[config.mk]
export PLATFORM = sky130hd
export DESIGN_NAME = rvis_ctrl
export DESIGN_NICKNAME = d
export VERILOG_FILES = /design/src/rtl/rvis_pkg.sv /design/src/rtl/rvis_ctrl.sv
export SDC_FILE = /design/constraint.sdc
export NUM_CORES = 1
export LEC_CHECK = 0
export BUFFER_PORTS_ARGS = -buffer_cell sky130_fd_sc_hd__buf_2
export CAP_MARGIN = 25
export CORE_MARGIN = 10
export CORE_UTILIZATION = 26
export DETAILED_ROUTE_END_ITERATION = 10
export PLACE_DENSITY = 0.56
export SYNTH_ARGS = -nofsm -noshare
export SYNTH_HDL_FRONTEND = slang
export SYNTH_SLANG_ARGS = --single-unit
[constraint.sdc]
create_clock -name aclk -period 2.04 [get_ports aclk]
set_input_delay 0.408 -clock aclk [delete_from_list [all_inputs] [get_ports aclk]]
set_output_delay 0.408 -clock aclk [all_outputs]
set_load 0.05 [all_outputs]
[src/rtl/rvis_pkg.sv]
`default_nettype none
package rvis_pkg;

    // machine dimensions
    localparam int REG_COUNT     = 16;
    localparam int MEM_BYTES     = 4096;
    localparam int PROGRAM_DEPTH = 4096;
    localparam int REG_AW        = $clog2(REG_COUNT);
    localparam int MEM_AW        = $clog2(MEM_BYTES);
    localparam int IDX_W         = 12;
    localparam int PLEN_W        = 13;

    // opcodes
    localparam logic [4:0] OP_NOP       = 5'd0;
    localparam logic [4:0] OP_HALT      = 5'd1;
    localparam logic [4:0] OP_LOADCONST = 5'd2;
    localparam logic [4:0] OP_LOADMASK  = 5'd3;
    localparam logic [4:0] OP_LOADIND   = 5'd4;
    localparam logic [4:0] OP_PUSH      = 5'd5;
    localparam logic [4:0] OP_POP       = 5'd6;
    localparam logic [4:0] OP_STOREIND  = 5'd7;
    localparam logic [4:0] OP_JMP       = 5'd8;
    localparam logic [4:0] OP_JFALSE    = 5'd9;
    localparam logic [4:0] OP_JTRUE     = 5'd10;
    localparam logic [4:0] OP_ADD       = 5'd11;
    localparam logic [4:0] OP_SUB       = 5'd12;
    localparam logic [4:0] OP_MUL       = 5'd13;
    localparam logic [4:0] OP_DIV       = 5'd14;
    localparam logic [4:0] OP_MOD       = 5'd15;
    localparam logic [4:0] OP_CALL      = 5'd16;
    localparam logic [4:0] OP_RET       = 5'd17;
    localparam logic [4:0] OP_SYSCALL   = 5'd18;

    // result status codes
    localparam logic [2:0] ST_CONT    = 3'd0;
    localparam logic [2:0] ST_HALT    = 3'd1;
    localparam logic [2:0] ST_BADOP   = 3'd2;
    localparam logic [2:0] ST_SYSCALL = 3'd3;
    localparam logic [2:0] ST_MEMF    = 3'd4;
    localparam logic [2:0] ST_REGF    = 3'd5;
    localparam logic [2:0] ST_DIVZ    = 3'd6;
    localparam logic [2:0] ST_BADIDX  = 3'd7;

    // register read operand select
    localparam logic [1:0] RS_A1 = 2'd0;
    localparam logic [1:0] RS_A2 = 2'd1;
    localparam logic [1:0] RS_A3 = 2'd2;
    localparam logic [1:0] RS_SP = 2'd3;

    typedef struct packed {
        logic       latch;
        logic       rd_issue;
        logic [1:0] rd_sel;
        logic       cap_a;
        logic       cap_b;
        logic       addr_calc;
        logic       iter_init;
        logic       iter_step;
        logic       ld_clear;
        logic       ld_issue;
        logic       ld_cap;
        logic       st_write;
        logic [2:0] byte_idx;
        logic       val_calc;
        logic       rf_wr_dst;
        logic       rf_wr_sp;
        logic       idx_commit;
        logic       out_load;
        logic [2:0] out_status;
        logic       out_sys;
    } rvis_cmd_t;

    typedef struct packed {
        logic [4:0] opcode;
        logic       idx_bad;
        logic       reg_fault;
        logic       cnt_big;
        logic       mem_fault;
        logic       div_zero;
        logic       next_bad;
        logic [3:0] mem_len;
    } rvis_stat_t;

endpackage
`default_nettype wire

[src/rtl/rvis_ctrl.sv]
`default_nettype none
module rvis_ctrl (
    input  wire logic                aclk,
    input  wire logic                aresetn,
    input  wire logic                s_valid,
    output logic                     s_ready,
    output logic                     m_valid,
    input  wire logic                m_ready,
    input  wire rvis_pkg::rvis_stat_t stat,
    output rvis_pkg::rvis_cmd_t      cmd
);

    typedef enum logic [3:0] {
        S_IDLE, S_DEC, S_RD1, S_RD2, S_RD3, S_ADDR, S_CHK, S_ITER,
        S_LDI, S_LDC, S_NEXT, S_NCHK, S_ST, S_WB, S_SP, S_OUT
    } state_t;

    state_t     state_reg, state_next;
    logic [6:0] cnt_reg, cnt_next;
    logic       stopped_reg, stopped_next;
    logic       m_valid_reg, m_valid_next;
    logic [2:0] pend_reg, pend_next;
    logic       psys_reg, psys_next;

    logic is_stack, is_two, is_memop, is_load, is_store, is_wr, is_iter, is_divop;
    logic [1:0] sel1, sel2;

    // opcode classes
    always_comb begin
        is_stack = 1'b0; is_two = 1'b0; is_memop = 1'b0; is_load = 1'b0;
        is_store = 1'b0; is_wr = 1'b0; is_iter = 1'b0; is_divop = 1'b0;
        sel1 = rvis_pkg::RS_A2; sel2 = rvis_pkg::RS_A3;
        case (stat.opcode)
            rvis_pkg::OP_LOADCONST: is_wr = 1'b1;
            rvis_pkg::OP_LOADMASK:  is_wr = 1'b1;
            rvis_pkg::OP_LOADIND: begin
                is_wr = 1'b1; is_memop = 1'b1; is_load = 1'b1;
            end
            rvis_pkg::OP_PUSH: begin
                is_stack = 1'b1; is_memop = 1'b1; is_store = 1'b1; is_two = 1'b1;
                sel1 = rvis_pkg::RS_SP; sel2 = rvis_pkg::RS_A1;
            end
            rvis_pkg::OP_CALL: begin
                is_stack = 1'b1; is_memop = 1'b1; is_store = 1'b1;
                sel1 = rvis_pkg::RS_SP;
            end
            rvis_pkg::OP_POP: begin
                is_stack = 1'b1; is_memop = 1'b1; is_load = 1'b1; is_wr = 1'b1;
                sel1 = rvis_pkg::RS_SP;
            end
            rvis_pkg::OP_RET: begin
                is_stack = 1'b1; is_memop = 1'b1; is_load = 1'b1;
                sel1 = rvis_pkg::RS_SP;
            end
            rvis_pkg::OP_STOREIND: begin
                is_memop = 1'b1; is_store = 1'b1; is_two = 1'b1;
                sel1 = rvis_pkg::RS_A1; sel2 = rvis_pkg::RS_A2;
            end
            rvis_pkg::OP_JFALSE, rvis_pkg::OP_JTRUE: sel1 = rvis_pkg::RS_A1;
            rvis_pkg::OP_ADD, rvis_pkg::OP_SUB: begin
                is_wr = 1'b1; is_two = 1'b1;
            end
            rvis_pkg::OP_MUL: begin
                is_wr = 1'b1; is_two = 1'b1; is_iter = 1'b1;
            end
            rvis_pkg::OP_DIV, rvis_pkg::OP_MOD: begin
                is_wr = 1'b1; is_two = 1'b1; is_iter = 1'b1; is_divop = 1'b1;
            end
            default: is_wr = 1'b0;
        endcase
    end

    // sequencing
    always_comb begin
        state_next   = state_reg;
        cnt_next     = cnt_reg;
        stopped_next = stopped_reg;
        pend_next    = pend_reg;
        psys_next    = psys_reg;
        m_valid_next = m_valid_reg && !m_ready;
        cmd          = '0;
        cmd.byte_idx = cnt_reg[2:0];
        cmd.rd_sel   = sel1;
        unique case (state_reg)
            S_IDLE: begin
                if (s_valid) begin
                    cmd.latch  = 1'b1;
                    state_next = S_DEC;
                end
            end
            S_DEC: begin
                pend_next  = rvis_pkg::ST_CONT;
                psys_next  = 1'b0;
                state_next = S_OUT;
                if (stopped_reg) begin
                    pend_next = rvis_pkg::ST_HALT;
                end else if (stat.idx_bad) begin
                    pend_next = rvis_pkg::ST_BADIDX; stopped_next = 1'b1;
                end else if (stat.opcode == rvis_pkg::OP_HALT) begin
                    pend_next = rvis_pkg::ST_HALT; stopped_next = 1'b1;
                end else if (stat.opcode > rvis_pkg::OP_SYSCALL) begin
                    pend_next = rvis_pkg::ST_BADOP; stopped_next = 1'b1;
                end else if (stat.reg_fault) begin
                    pend_next = rvis_pkg::ST_REGF; stopped_next = 1'b1;
                end else if (stat.opcode == rvis_pkg::OP_LOADMASK && stat.cnt_big) begin
                    pend_next = rvis_pkg::ST_BADOP; stopped_next = 1'b1;
                end else begin
                    case (stat.opcode)
                        rvis_pkg::OP_NOP, rvis_pkg::OP_JMP, rvis_pkg::OP_LOADCONST:
                            state_next = S_NEXT;
                        rvis_pkg::OP_SYSCALL: begin
                            pend_next = rvis_pkg::ST_SYSCALL; psys_next = 1'b1;
                            state_next = S_NEXT;
                        end
                        default: state_next = S_RD1;
                    endcase
                end
            end
            S_RD1: begin
                cmd.rd_issue = 1'b1;
                state_next   = S_RD2;
            end
            S_RD2: begin
                cmd.cap_a = 1'b1;
                if (is_two) begin
                    cmd.rd_issue = 1'b1;
                    cmd.rd_sel   = sel2;
                    state_next   = S_RD3;
                end else begin
                    state_next = S_ADDR;
                end
            end
            S_RD3: begin
                cmd.cap_b  = 1'b1;
                state_next = S_ADDR;
            end
            S_ADDR: begin
                cmd.addr_calc = 1'b1;
                state_next    = S_CHK;
            end
            S_CHK: begin
                cnt_next = '0;
                if (is_memop && stat.mem_fault) begin
                    pend_next = rvis_pkg::ST_MEMF; stopped_next = 1'b1;
                    state_next = S_OUT;
                end else if (is_divop && stat.div_zero) begin
                    pend_next = rvis_pkg::ST_DIVZ; stopped_next = 1'b1;
                    state_next = S_OUT;
                end else if (is_iter) begin
                    cmd.iter_init = 1'b1;
                    state_next    = S_ITER;
                end else if (is_load) begin
                    cmd.ld_clear = 1'b1;
                    state_next   = S_LDI;
                end else begin
                    state_next = S_NEXT;
                end
            end
            S_ITER: begin
                cmd.iter_step = 1'b1;
                cnt_next      = cnt_reg + 7'd1;
                if (cnt_reg == 7'd63) state_next = S_NEXT;
            end
            S_LDI: begin
                if (cnt_reg == {3'd0, stat.mem_len}) begin
                    state_next = S_NEXT;
                end else begin
                    cmd.ld_issue = 1'b1;
                    state_next   = S_LDC;
                end
            end
            S_LDC: begin
                cmd.ld_cap = 1'b1;
                cnt_next   = cnt_reg + 7'd1;
                state_next = S_LDI;
            end
            S_NEXT: begin
                cmd.val_calc = 1'b1;
                state_next   = S_NCHK;
            end
            S_NCHK: begin
                cnt_next = '0;
                if (stat.next_bad) begin
                    pend_next = rvis_pkg::ST_BADIDX; psys_next = 1'b0;
                    stopped_next = 1'b1;
                    state_next = S_OUT;
                end else if (is_store) begin
                    state_next = S_ST;
                end else begin
                    state_next = S_WB;
                end
            end
            S_ST: begin
                if (cnt_reg == {3'd0, stat.mem_len}) begin
                    state_next = S_WB;
                end else begin
                    cmd.st_write = 1'b1;
                    cnt_next     = cnt_reg + 7'd1;
                end
            end
            S_WB: begin
                cmd.rf_wr_dst = is_wr;
                state_next    = S_SP;
            end
            S_SP: begin
                cmd.rf_wr_sp   = is_stack;
                cmd.idx_commit = 1'b1;
                state_next     = S_OUT;
            end
            S_OUT: begin
                cmd.out_status = pend_reg;
                cmd.out_sys    = psys_reg;
                if (!m_valid_reg || m_ready) begin
                    cmd.out_load = 1'b1;
                    m_valid_next = 1'b1;
                    state_next   = S_IDLE;
                end
            end
            default: state_next = S_IDLE;
        endcase
    end

    always_ff @(posedge aclk) begin
        if (!aresetn) begin
            state_reg   <= S_IDLE;
            cnt_reg     <= '0;
            stopped_reg <= 1'b0;
            m_valid_reg <= 1'b0;
            pend_reg    <= rvis_pkg::ST_CONT;
            psys_reg    <= 1'b0;
        end else begin
            state_reg   <= state_next;
            cnt_reg     <= cnt_next;
            stopped_reg <= stopped_next;
            m_valid_reg <= m_valid_next;
            pend_reg    <= pend_next;
            psys_reg    <= psys_next;
        end
    end

    assign s_ready = state_reg == S_IDLE;
    assign m_valid = m_valid_reg;

endmodule
`default_nettype wire
==> flow_metrics.py <==
metrics = {
    "run_status": {
        "status": "complete, but fails checks",
        "failing_checks": "negative setup slack",
    },
    "routing": {
        "final_antenna_net_count": 0,
        "remaining_drc_errors": 0,
        "vias_per_cell": 5.237,
        "num_vias": 2121,
        "drt-wirelength-per-cell_um": 14.60,
        "detail_route.wirelength_um": 5915,
        "drt_pre_antenna_iters": 4,
        "drt-initial-drc-count": 130,
    },
    "pwr": {
        "vdd.ir_drop.worst_mv": 0.4126,
        "sw_frac_of_total_pct": 49.48,
        "p_comb_share_pct": 68.4,
        "p_clk_share_pct": 10.2,
        "powerDensity_nw_per_um2": 957.4,
        "switching_power_w": 0.001223,
        "seqPwrFrac_pct": 21.4,
        "cell_internal_pwr_w": 0.001249,
        "total_leakage_power_nw": 1.101,
        "totalPowerFinal_w": 0.002471,
    },
    "floorplan": {
        "start_util_pct": 27.31,
        "die_w_um": 102.4,
        "design.core.area_um2": 6459,
        "design.portCount": 46,
        "row_count": 29,
        "die-height_um": 102.4,
        "design.die.area_um2": 10480,
    },
    "global_routing": {
        "met3_usage_pct": 2.901,
        "grt_use_met1_pct": 14.79,
        "grt_first_pass_wirelength_um": 9722,
        "grt_use_met2_pct": 17.88,
        "globalRoute.busiestLayer": "met2",
        "grt_start_max_net_pins": 14,
        "grt-ovfl-total": 0,
        "first_global_vias": 2045,
        "global_route_usage_over_all_layers_pct": 11.13,
        "initial_antenna_violation_count": 0,
    },
    "logic_synthesis": {
        "post_synth_inst_count": 254,
        "ys.warnings.count": 0,
        "ys_types": 50,
        "nets_in_the_synthesized_netlist": 274,
        "async_reset_ff_share_pct": 0,
        "synth_ff_type": "sky130_fd_sc_hd__dfxtp_1",
        "post_synth.cell_area_avg_um2": 6.946,
        "syn-cell-area_um2": 1764,
        "synth_edf_count": 0,
        "synth_sequential_area_ratio_pct": 19.29,
        "ys_ff_latch": 17,
    },
    "timing": {
        "whs_ns": 0.4549,
        "final-hold-violation-count": 0,
        "final-max-slew-violation-count": 0,
        "fmaxAchievable_mhz": 469.2,
        "rsz_0062_raised_after_global_routing": "yes",
        "timing.final.ws_setup_ns": -0.09142,
        "final-setup-viol-count": 3,
        "post-route-period-util_pct": 104.5,
        "fin_crit_ns": 2.131,
        "headroom_to_the_max_slew_limit_pct": 72.82,
        "timing.clock.skew_ns": 0.001491,
        "transition_time_at_the_pin_with_the_least_slew_margin_ns": 0.3975,
        "totalNegativeSetupSlack_ns": -0.1888,
    },
    "job": {
        "drv.max_cap_violation_count": 0,
    },
    "worst_setup_path": {
        "startpoint_type": "register",
        "timing.critical_path.fanout_max": 9,
        "critPathCaptureType": "primary output",
        "setup.worst_path.class": "reg2out",
        "worst_ep_arrival_time_ns": 1.72,
        "cp_data_required_time_ns": 1.63,
    },
    "place": {
        "gp_congestion": 0.8290,
        "half_perimeter_wire_length_of_the_detailed_placement_result_um": 4687,
        "numPortBuffers": 45,
    },
    "cells_and_area": {
        "multiInputGateArea_um2": 1409,
        "synth_to_final_area_change_pct": 46.31,
        "drive_gt1_share_pct": 40.24,
        "number_of_flip_flops_in_the_largest_register": 7,
        "nFillCells": 684,
        "final-seq-area_um2": 357.8,
        "nets": 349,
        "antenna_cells": 0,
    },
    "clock_network": {
        "cts-root-to-sink-buffers": 2,
        "numCtsBuffers": 3,
        "cts.clk_slew.worst_paths_ns": 0.07,
        "cts.htree.levels": 1,
        "clock-sinks": 17,
        "tritoncts": "built",
        "clkLatencyLatePin_ns": 0.25,
        "clock_tree.root_cell": "sky130_fd_sc_hd__clkbuf_8",
    },
    "min_path": {
        "hold_path_class": "in2reg",
    },
}
-- worst max-delay path, stage by stage, from the launching register on --
cell	delay (ns)
sky130_fd_sc_hd__dfxtp_4	0.37
sky130_fd_sc_hd__buf_4	0.16
sky130_fd_sc_hd__or4_1	0.51
sky130_fd_sc_hd__clkinvlp_4	0.11
sky130_fd_sc_hd__and2_2	0.13
sky130_fd_sc_hd__buf_4	0.19
-- power by group through the flow --
stage	combinational (W)	clock, W	sequential, W
6_report	0.00169	0.000253	0.000529
5_1_grt	0.00184	0.000279	0.000541
4_1_cts	0.00163	0.000261	0.000515
3_5_place_dp	0.00157	0	0.000500
3_3_place_gp	0.00156	0	0.000500
2_1_floorplan	0.00114	0	0.000466
-- repair_timing --
item / in CTS / in global routing
pin swaps: 2 / 2
buffers inserted: 1 / 3
cloned: 0 / 0
setup endpoints to repair: 16 / 18
resized for setup: 26 / 21
hold buffers: 0 / 0
-- metal layers --
metal / wire, um / vias to the layer above
li1: - / 1084
met1: 2842 / 991
met2: 2808 / 44
met3: 260 / 2
met4: 4 / 0
met5: 0 / -
-- worst paths after layout --
path	start	endpoint	cells past startpoint	slack (ns)
hold / removal	m_ready	m_valid$_SDFF_PN0_	4	0.45
setup reg to reg	cnt_reg[1]$_SDFFE_PN0P_	state_reg[0]$_SDFFE_PN0P_	6	0.16
setup / recovery	state_reg[2]$_SDFFE_PN0P_	cmd[24]	5	-0.09
hold reg to reg	pend_reg[2]$_SDFFE_PN0P_	pend_reg[2]$_SDFFE_PN0P_	1	0.50
-- synthesized netlist by cell type (5+ instances only) --
cell type / instances / area [um2]
sky130_fd_sc_hd__a21oi_1: 24 / 120.1
sky130_fd_sc_hd__and2_1: 11 / 68.82
sky130_fd_sc_hd__buf_2: 8 / 40.04
sky130_fd_sc_hd__clkbuf_1: 10 / 37.54
sky130_fd_sc_hd__dfxtp_1: 17 / 340.3
sky130_fd_sc_hd__inv_1: 7 / 26.28
sky130_fd_sc_hd__mux2i_1: 5 / 50.05
sky130_fd_sc_hd__nand2_1: 20 / 75.07
sky130_fd_sc_hd__nand2b_1: 13 / 81.33
sky130_fd_sc_hd__nand3_1: 9 / 45.04
sky130_fd_sc_hd__nor2_1: 24 / 90.09
sky130_fd_sc_hd__nor2b_1: 9 / 56.30
sky130_fd_sc_hd__nor3_1: 6 / 30.03
sky130_fd_sc_hd__o21ai_0: 15 / 75.07
sky130_fd_sc_hd__xor2_1: 5 / 43.79
-- placed cells by master (no fill, tap or decap), drive strengths merged, types with 6 or more instances in the layout --
master  instances
a21oi          24
nand3           9
nand2b         13
dfxtp          17
and2           11
o21ai          17
nand2          20
nor2b           9
nor2           24
nor3            6
inv             6
buf            91
-- cell type report --
class / count / area share [%]
multi-input cells: 208 / 54.58
clock inverters: 1 / 0.1939
repair buffers: 92 / 24.87
clock buffers: 3 / 1.600
well taps: 77 / 3.732
inverters: 7 / 1.163
flip-flops and latches: 17 / 13.86
-- stage by stage --
| step | setup WS (ns) | std cells | area (um2) | utilization, % |
|---|---|---|---|---|
| after global routing | -0.2121 | 405 | 2581 | 39.97 |
| final | -0.09142 | 405 | 2581 | 39.97 |
| after CTS | -0.1193 | 402 | 2490 | 38.55 |
| after floorplan | -0.1152 | 254 | 1832 | - |
| after global placement | 0.02562 | 397 | 2360 | 36.54 |
| after detailed placement | -0.03094 | 397 | 2360 | 36.54 |
-- cell families (layout without fill, tap and decap cells) --
group,after synthesis,after routing,synth area share [%]
fa+ha+maj,1,1,0.7091
simple gates,120,120,37.09
buf+inv,29,103,7.802
xor+xnor,5,5,2.482
mux,5,5,2.837
compound gates,77,77,29.79
flops,17,17,19.29
(Power assumes the default switching activity.)
